**src/rtl/core/boundary_tag_first_fit_allocator_unit_assert.svh**
```systemverilog
// assertion macros for the allocator rtl
// depends on nothing; included by btffa_ctrl to check its own control logic
`ifndef BOUNDARY_TAG_FIRST_FIT_ALLOCATOR_UNIT_ASSERT_SVH
`define BOUNDARY_TAG_FIRST_FIT_ALLOCATOR_UNIT_ASSERT_SVH

// same-cycle implication
`define BTFFA_ASSERT_NOW(label, clk, rst_n, ante, cons) \
	label: assert property (@(posedge clk) disable iff (!rst_n) (ante) |-> (cons)) \
		else $error("%m: same-cycle check failed");

// next-cycle implication
`define BTFFA_ASSERT_NEXT(label, clk, rst_n, ante, cons) \
	label: assert property (@(posedge clk) disable iff (!rst_n) (ante) |=> (cons)) \
		else $error("%m: next-cycle check failed");

`endif

```
**src/rtl/core/btffa_pkg.sv**
```systemverilog
// shared constants, command and status types of the boundary tag allocator
// used by btffa_dpath, btffa_ctrl and the top level
package btffa_pkg;

	localparam int unsigned HEAP_WORDS   = 4096;
	localparam int unsigned WORD_BYTES   = 8;
	localparam int unsigned WORD_SHIFT   = $clog2(WORD_BYTES);
	localparam int unsigned BYTE_ADDR_W  = 32;
	localparam int unsigned REQ_W        = 16;
	localparam int unsigned ADDR_W       = $clog2(HEAP_WORDS);
	localparam int unsigned SIZE_W       = $clog2(HEAP_WORDS + 1);
	localparam int unsigned SUM_W        = SIZE_W + 1;
	localparam int unsigned TAG_W        = SIZE_W + 1;
	localparam int unsigned NEED_W       = REQ_W - WORD_SHIFT + 1;
	localparam int unsigned CMP_W        = ((NEED_W > SIZE_W) ? NEED_W : SIZE_W) + 1;
	localparam int unsigned WORD_IDX_W   = BYTE_ADDR_W - WORD_SHIFT;
	localparam int unsigned TAG_OVERHEAD = 2;
	localparam int unsigned MIN_SPLIT    = 3;

	typedef enum logic [2:0] {
		RA_P,
		RA_STEP,
		RA_HTAIL,
		RA_NEXT,
		RA_PREV,
		RA_QHEAD,
		RA_QNEXT
	} rd_sel_t;

	typedef enum logic [1:0] {
		WA_HEAD,
		WA_TAIL,
		WA_INIT0,
		WA_INITN
	} wr_sel_t;

	typedef enum logic [3:0] {
		LD_NONE,
		LD_INPUT,
		LD_STEP,
		LD_FIT,
		LD_REST,
		LD_HDR,
		LD_FREE,
		LD_GROW,
		LD_PREV,
		LD_QHDR
	} ld_sel_t;

	typedef enum logic [1:0] {
		RES_NONE,
		RES_FAIL,
		RES_ALLOC_OK,
		RES_FREE_OK
	} res_sel_t;

	typedef struct packed {
		logic     rd_en;
		rd_sel_t  rd_sel;
		logic     wr_en;
		wr_sel_t  wr_sel;
		ld_sel_t  ld;
		res_sel_t res;
	} dp_cmd_t;

	typedef struct packed {
		logic is_free;
		logic fbad;
		logic a_bad;
		logic a_fit;
		logic a_split;
		logic a_end;
		logic h_bad;
		logic t_match;
		logic nx_in;
		logic merge;
		logic p_zero;
		logic p_ok;
		logic q_ok;
	} dp_sts_t;

endpackage

```
**src/rtl/core/btffa_ctrl.sv**
```systemverilog
// controller: sequences tag reads and writes for allocate and free words
// depends on btffa_pkg and boundary_tag_first_fit_allocator_unit_assert.svh
`include "boundary_tag_first_fit_allocator_unit_assert.svh"

module btffa_ctrl (
	input  logic                clk,
	input  logic                arst_n,
	input  logic                in_valid,
	output logic                in_ready,
	output logic                out_valid,
	input  logic                out_ready,
	input  btffa_pkg::dp_sts_t  sts,
	output btffa_pkg::dp_cmd_t  cmd
);

	typedef enum logic [4:0] {
		ST_INIT0,
		ST_INIT1,
		ST_IDLE,
		ST_CHK,
		ST_A_EV,
		ST_A_WH,
		ST_A_WT,
		ST_A_RH,
		ST_A_RT,
		ST_F_H,
		ST_F_T,
		ST_F_WH,
		ST_F_WT,
		ST_F_N,
		ST_F_NH,
		ST_F_NT,
		ST_F_PV,
		ST_F_P,
		ST_F_Q,
		ST_F_QN,
		ST_F_QH,
		ST_F_QT,
		ST_DONE
	} state_t;

	state_t               state_q, state_d;
	btffa_pkg::res_sel_t  res_q, res_d;
	logic                 out_valid_q;
	logic                 out_free;

	assign in_ready  = state_q == ST_IDLE;
	assign out_valid = out_valid_q;
	assign out_free  = !out_valid_q || out_ready;

	always_comb begin
		cmd     = '0;
		state_d = state_q;
		res_d   = res_q;
		unique case (state_q)
			ST_INIT0: begin
				cmd.wr_en  = 1'b1;
				cmd.wr_sel = btffa_pkg::WA_INIT0;
				state_d    = ST_INIT1;
			end
			ST_INIT1: begin
				cmd.wr_en  = 1'b1;
				cmd.wr_sel = btffa_pkg::WA_INITN;
				state_d    = ST_IDLE;
			end
			ST_IDLE: begin
				if (in_valid) begin
					cmd.ld  = btffa_pkg::LD_INPUT;
					state_d = ST_CHK;
				end
			end
			ST_CHK: begin
				if (sts.is_free && sts.fbad) begin
					res_d   = btffa_pkg::RES_FAIL;
					state_d = ST_DONE;
				end else begin
					cmd.rd_en  = 1'b1;
					cmd.rd_sel = btffa_pkg::RA_P;
					state_d    = sts.is_free ? ST_F_H : ST_A_EV;
				end
			end
			ST_A_EV: begin
				priority if (sts.a_bad) begin
					res_d   = btffa_pkg::RES_FAIL;
					state_d = ST_DONE;
				end else if (sts.a_fit) begin
					cmd.ld  = btffa_pkg::LD_FIT;
					state_d = ST_A_WH;
				end else if (sts.a_end) begin
					res_d   = btffa_pkg::RES_FAIL;
					state_d = ST_DONE;
				end else begin
					cmd.rd_en  = 1'b1;
					cmd.rd_sel = btffa_pkg::RA_STEP;
					cmd.ld     = btffa_pkg::LD_STEP;
				end
			end
			ST_A_WH: begin
				cmd.wr_en  = 1'b1;
				cmd.wr_sel = btffa_pkg::WA_HEAD;
				state_d    = ST_A_WT;
			end
			ST_A_WT: begin
				cmd.wr_en  = 1'b1;
				cmd.wr_sel = btffa_pkg::WA_TAIL;
				if (sts.a_split) begin
					cmd.ld  = btffa_pkg::LD_REST;
					state_d = ST_A_RH;
				end else begin
					res_d   = btffa_pkg::RES_ALLOC_OK;
					state_d = ST_DONE;
				end
			end
			ST_A_RH: begin
				cmd.wr_en  = 1'b1;
				cmd.wr_sel = btffa_pkg::WA_HEAD;
				state_d    = ST_A_RT;
			end
			ST_A_RT: begin
				cmd.wr_en  = 1'b1;
				cmd.wr_sel = btffa_pkg::WA_TAIL;
				res_d      = btffa_pkg::RES_ALLOC_OK;
				state_d    = ST_DONE;
			end
			ST_F_H: begin
				if (sts.h_bad) begin
					res_d   = btffa_pkg::RES_FAIL;
					state_d = ST_DONE;
				end else begin
					cmd.ld     = btffa_pkg::LD_HDR;
					cmd.rd_en  = 1'b1;
					cmd.rd_sel = btffa_pkg::RA_HTAIL;
					state_d    = ST_F_T;
				end
			end
			ST_F_T: begin
				if (!sts.t_match) begin
					res_d   = btffa_pkg::RES_FAIL;
					state_d = ST_DONE;
				end else begin
					cmd.ld  = btffa_pkg::LD_FREE;
					state_d = ST_F_WH;
				end
			end
			ST_F_WH: begin
				cmd.wr_en  = 1'b1;
				cmd.wr_sel = btffa_pkg::WA_HEAD;
				state_d    = ST_F_WT;
			end
			ST_F_WT: begin
				cmd.wr_en  = 1'b1;
				cmd.wr_sel = btffa_pkg::WA_TAIL;
				if (sts.nx_in) begin
					cmd.rd_en  = 1'b1;
					cmd.rd_sel = btffa_pkg::RA_NEXT;
					state_d    = ST_F_N;
				end else begin
					state_d = ST_F_PV;
				end
			end
			ST_F_N: begin
				if (sts.merge) begin
					cmd.ld  = btffa_pkg::LD_GROW;
					state_d = ST_F_NH;
				end else begin
					state_d = ST_F_PV;
				end
			end
			ST_F_NH: begin
				cmd.wr_en  = 1'b1;
				cmd.wr_sel = btffa_pkg::WA_HEAD;
				state_d    = ST_F_NT;
			end
			ST_F_NT: begin
				cmd.wr_en  = 1'b1;
				cmd.wr_sel = btffa_pkg::WA_TAIL;
				state_d    = ST_F_PV;
			end
			ST_F_PV: begin
				if (sts.p_zero) begin
					res_d   = btffa_pkg::RES_FREE_OK;
					state_d = ST_DONE;
				end else begin
					cmd.rd_en  = 1'b1;
					cmd.rd_sel = btffa_pkg::RA_PREV;
					state_d    = ST_F_P;
				end
			end
			ST_F_P: begin
				if (sts.p_ok) begin
					cmd.ld     = btffa_pkg::LD_PREV;
					cmd.rd_en  = 1'b1;
					cmd.rd_sel = btffa_pkg::RA_QHEAD;
					state_d    = ST_F_Q;
				end else begin
					res_d   = btffa_pkg::RES_FREE_OK;
					state_d = ST_DONE;
				end
			end
			ST_F_Q: begin
				if (sts.q_ok) begin
					cmd.ld     = btffa_pkg::LD_QHDR;
					cmd.rd_en  = 1'b1;
					cmd.rd_sel = btffa_pkg::RA_QNEXT;
					state_d    = ST_F_QN;
				end else begin
					res_d   = btffa_pkg::RES_FREE_OK;
					state_d = ST_DONE;
				end
			end
			ST_F_QN: begin
				if (sts.merge) begin
					cmd.ld  = btffa_pkg::LD_GROW;
					state_d = ST_F_QH;
				end else begin
					res_d   = btffa_pkg::RES_FREE_OK;
					state_d = ST_DONE;
				end
			end
			ST_F_QH: begin
				cmd.wr_en  = 1'b1;
				cmd.wr_sel = btffa_pkg::WA_HEAD;
				state_d    = ST_F_QT;
			end
			ST_F_QT: begin
				cmd.wr_en  = 1'b1;
				cmd.wr_sel = btffa_pkg::WA_TAIL;
				res_d      = btffa_pkg::RES_FREE_OK;
				state_d    = ST_DONE;
			end
			ST_DONE: begin
				if (out_free) begin
					cmd.res = res_q;
					state_d = ST_IDLE;
				end
			end
			default: begin
				state_d = ST_IDLE;
			end
		endcase
	end

	always_ff @(posedge clk or negedge arst_n) begin
		if (!arst_n) begin
			state_q     <= ST_INIT0;
			res_q       <= btffa_pkg::RES_NONE;
			out_valid_q <= 1'b0;
		end else begin
			state_q <= state_d;
			res_q   <= res_d;
			if (cmd.res != btffa_pkg::RES_NONE) begin
				out_valid_q <= 1'b1;
			end else if (out_ready) begin
				out_valid_q <= 1'b0;
			end
		end
	end

	`BTFFA_ASSERT_NOW(a_no_overwrite, clk, arst_n, cmd.res != btffa_pkg::RES_NONE, out_free)
	`BTFFA_ASSERT_NEXT(a_res_shows, clk, arst_n, cmd.res != btffa_pkg::RES_NONE, out_valid)
	`BTFFA_ASSERT_NEXT(a_busy_after_accept, clk, arst_n, in_valid && in_ready, !in_ready)
	`BTFFA_ASSERT_NOW(a_idle_no_write, clk, arst_n, in_ready, !cmd.wr_en)

endmodule

```
**config.mk**
```make
export PLATFORM = sky130hd
export DESIGN_NAME = btffa_ctrl
export DESIGN_NICKNAME = d
export VERILOG_FILES = /design/src/rtl/core/btffa_pkg.sv /design/src/rtl/core/btffa_ctrl.sv
export VERILOG_INCLUDE_DIRS = /design/src /design/src/rtl/core
export SDC_FILE = /design/constraint.sdc
export NUM_CORES = 1
export LEC_CHECK = 0
export BUFFER_PORTS_ARGS = -buffer_cell sky130_fd_sc_hd__buf_2
export CAP_MARGIN = 0
export CORE_UTILIZATION = 46
export CTS_BUF_LIST = sky130_fd_sc_hd__clkbuf_2
export DETAILED_ROUTE_END_ITERATION = 7
export PLACE_DENSITY_LB_ADDON = 0.12
export SYNTH_ARGS = -nofsm -noshare
export SYNTH_HDL_FRONTEND = slang
export SYNTH_SLANG_ARGS = --single-unit
```
**constraint.sdc**
```tcl
create_clock -name clk -period 2.6 [get_ports clk]
set_clock_uncertainty 0.05 [all_clocks]
set_input_delay 0.13 -clock clk [delete_from_list [all_inputs] [get_ports clk]]
set_output_delay 0.13 -clock clk [all_outputs]
set_load 0.01 [all_outputs]
```
; Word-level counts from Yosys, hierarchy flattened
; Index checks and enable logic that the tools add are counted.
[classes]
n_reduce_logical = 13
muxes = 55
n_eq_ne = 35
[op_table]
columns = op, n
row1 = $pmux W5 S21, 1
row2 = $mux W5, 11
row3 = $mux W4, 12
row4 = $eq A5 B4 Y1 const B, 8
row5 = $eq A5 B5 Y1 const B, 7
row6 = $mux W2, 17
row7 = $pmux W4 S8, 1
row8 = $pmux W4 S7, 1
row9 = $pmux W2 S11, 1
row10 = $mux W3, 7
row11 = $eq A5 B3 Y1 const B, 4
row12 = $ne A2 B2 Y1 const B, 10
row13 = $pmux W3 S4, 1
row14 = $reduce_and A11 Y1, 1
row15 = $reduce_bool A11 Y1, 1
row16 = $eq A5 B2 Y1 const B, 2
row17 = $reduce_or A5 Y1, 2
row18 = $ne A3 B3 Y1 const B, 2
row19 = $eq A5 B1 Y1 const B, 1
row20 = $logic_not A5 Y1, 1
row21 = $ne A4 B4 Y1 const B, 1
row22 = $reduce_bool A2 Y1, 2
row23 = $reduce_or A2 Y1, 2
row24 = $mux W1, 3
row25 = other kinds (4), 4
[totals]
in_bits = 17
out_inout_bits = 15
word_cells = 106
ff_bits = 8

; Longest topological paths before layout
[logic_depth]
ltp_word = 6
mapped_depth = 8
mapped_depth_nobuf = 6

; Worst setup path before layout
; No wires, ideal clock.
[synth_timing]
path_type = reg-to-output
startpoint = register state_q[0]
endpoint = output port cmd[2] (netlist bit)
t_required_ns = 2.420
t_arrival_ns = 1.665
path_slack_ns = 0.755
stages_incl_launch_ff = 7
path_buffers = 3
cell_sequence = dfrtp_1 > buf_6 > buf_2 > buf_2 > nor4_1 > a21oi_1 > nand3_1
[synth_lines]
columns = item, line
row1 = start: declaration, btffa_ctrl.sv:42  ; state_t state_q, state_d;
row2 = start signal: assignment, btffa_ctrl.sv:249  ; state_q <= state_d;
row3 = end: declaration, btffa_ctrl.sv:13  ; output btffa_pkg::dp_cmd_t cmd

; Final worst setup path
[layout_timing]
startpoint = register state_q[0]
endpoint = register res_q[1]
[layout_via]
elab_chain_len = 3
elab_cells_between_ends = 24
classes_between = eq/ne (21) / mux (1) / reduce/logical (2)
[layout_rtl]
columns = item, line
row1 = "$eq A5 B5 Y1, or another cell as far along", btffa_ctrl.sv:55  ; unique case (state_q)
row2 = "$reduce_bool A11 Y1 (no source line), or another cell as far along", --
row3 = $reduce_and A11 Y1 (no source line), --
row4 = end signal: assignment, btffa_ctrl.sv:246  ; res_q <= btffa_pkg::RES_NONE;
row5 = end signal: assignment, btffa_ctrl.sv:250  ; res_q <= res_d;
row6 = end: declaration, btffa_ctrl.sv:43  ; btffa_pkg::res_sel_t res_q, res_d;
; Several ways; a longest one is shown, not always the timed one.
; A chain may end at the register's enable or synchronous reset.

==> metrics.txt <==
outcome finished, final reports clean; CTS tree done; Yosys top cell by area dfrtp_1; commonest cells after routing, fill and taps aside 31 x buf_2, 14 x nor2_1, 14 x a21oi_1; I/O Pins 32; Post-synth EDFFs 0; largest net degree at the start of global routing 19; Leak approximately 0.00066 µW; Final Setup Violations 0; sequential fraction of the synthesis area 0.170; DP HPWL 2.95 mm; Worst-Skew Late Latency 240 ps; CTS Buf Count 3; drt drc 0; post-route ant nets 0; Slew HR 0.648; die width 52.6 µm; crit path kind flip-flop to flip-flop; placed cell area roughly 0.0014 mm²; worst path required time 2670 ps; final net count roughly 220; share of layout cells above drive strength 1 0.291; top-area cell type share of the netlist area 0.170; Final Routed Wirelength approximately 3.7 mm; PnR Total Power between 1500 and 2000 µW; WL/cell between 15 and 20 µm; GRT Total Usage 0.282; root buf cell clkbuf_2; clk sink count 8; CP startpoint kind flip-flop; Ant. Diodes 0; ranking of synthesized cells by area dfrtp_1 17%, a21oi_1 6.0%, nor2_1 4.5%; flops & latches, synth 8; Initial Utilization 0.508; worst-margin pin slew around 500 ps; PwrDens approximately 1100 mW/mm²; post-synthesis cell type count 52; Bufs on Longest Clock Path 2; initial antenna violation count 0; Core Box Area between 0.002 and 0.0025 mm²; Die Ht 52.6 µm; Critical Path Fanout Max 11; Period minus WS final about 2200 ps; Placer Congestion 0.946; VDD IR max 656 µV; H-tree depth 1; GRT overflow 0; Filler cells about 220; Crit. End Element flip-flop; commonest non-fill, non-tap cell in the layout buf_2; Via density ~6.4; Async SR Flop Fraction 1.00; final instance area between 0.001 and 0.0015 mm²; unrepaired setup endpoints after global routing false; area of the multi-input gates roughly 900 µm²; die area roughly 0.0028 mm²; vias in the first global route roughly 1200; Worst Path Arrival 2260 ps; Final Hold Viols 0; Util after Layout 0.602; worst hold-check path type input pin to flip-flop; final cycle utilization of the critical path 0.843; Post-Syn Instances between 150 and 200; Port Buffer Count 31; DR pass1 iterations 4; area grow syn2layout 18.5%; initial DRC count 96; synth warn 0; first-pass GRT wire length around 5.7 mm; mapped cell area approximately 0.0012 mm²; Seq. cell area between 200 and 250 µm²; Max Cap Viol 0; Slew Viols, Final 0; row cnt 17; setup tns final 0 ps; vias 1423; clk slew on worst S/H paths 80 ps; syn_nets 181; Max Freq between 400 and 500 MHz; Post-Syn Area per Cell 7.18 µm²; post-CTS setup repair buffer count 0; commonest register cell after synthesis dfrtp_1
## cell usage after synthesis, drive strengths merged (2+ instances only)
library cell	number
o32ai	3
nand3	7
nor3	4
nand4b	2
o21ai	9
dfrtp	8
nand2b	7
nand3b	2
and2	2
nor3b	3
inv	6
a21oi	14
nand2	14
buf	12
xnor2	2
mux2i	2
nor4	6
nor2	16
o22ai	3
a22oi	2
a31oi	3
a41oi	2
and3	6
nor2b	10
nand4	2
## worst paths after layout
kind                       startpoint          to  slack, ps  depth (start not counted)
min in group asynchronous      arst_n  state_q[0]        200                          2
setup reg to reg           state_q[0]    res_q[1]        410                          6
max in group asynchronous      arst_n   out_valid       2130                          2
hold / removal              out_ready   out_valid        140                          3
setup / recovery           state_q[0]    res_q[1]        410                          6
hold reg to reg             out_valid   out_valid        480                          2
## cells by family (layout without fill, tap and decap cells)
group,Yosys count,count (layout),synth area share
compound gates,47,47,0.271
xor+xnor,2,2,0.0149
buf+inv,18,50,0.0744
flops,8,8,0.170
mux,3,3,0.0298
simple gates,86,86,0.440
## area by class of cell
cell class                 count  area share
tap                           28      0.0251
sequential                     8       0.143
clock buffer                   3      0.0108
multi-input combinational    138       0.638
timing repair buffer          41       0.167
inverter                       6      0.0161
## through the flow
stage / std cells / hold WS (ps) / worst slack (ps)
final: 224 / 142 / 408
after global placement: 220 / -76.8 / 447
after CTS: 224 / 144 / 432
after floorplan: 164 / -216 / 755
after global routing: 224 / 164 / 276
after detailed placement: 220 / -72.9 / 458
## flip-flops by register name, indices dropped and copies added (netlist names)
register / cells
res_q: 2
state_q: 5
out_valid: 1
## report_power, final
| group | internal (µW) | leakage (µW) | total [µW] | switching, µW |
|---|---|---|---|---|
| registers | 175 | 0.0000976 | 286 | 111 |
| clock network | 31.4 | 0.0000125 | 73.0 | 41.6 |
| logic | 526 | 0.000546 | 1210 | 687 |
| total | 732 | 0.000657 | 1570 | 839 |
## critical path, stage by stage (launching register included)
cell and delay, ps:
dfrtp_1 630, buf_4 240, nor2b_1 300, o31ai_4 120, nor3b_4 220, and3_4 220, mux2_4 290
## timing repair
item | CTS | global route
hold buffers | 1 | 0
gates resized for setup | 0 | 0
endpoints found under the hold margin | 8 | 0
## layer usage
layer  share of wire  global-route usage
met2            0.46               0.479
met4           0.020               0.114
met3           0.096              0.0203
met1            0.42               0.364
met5               0                   0
Power figures use the tool's default switching activity.
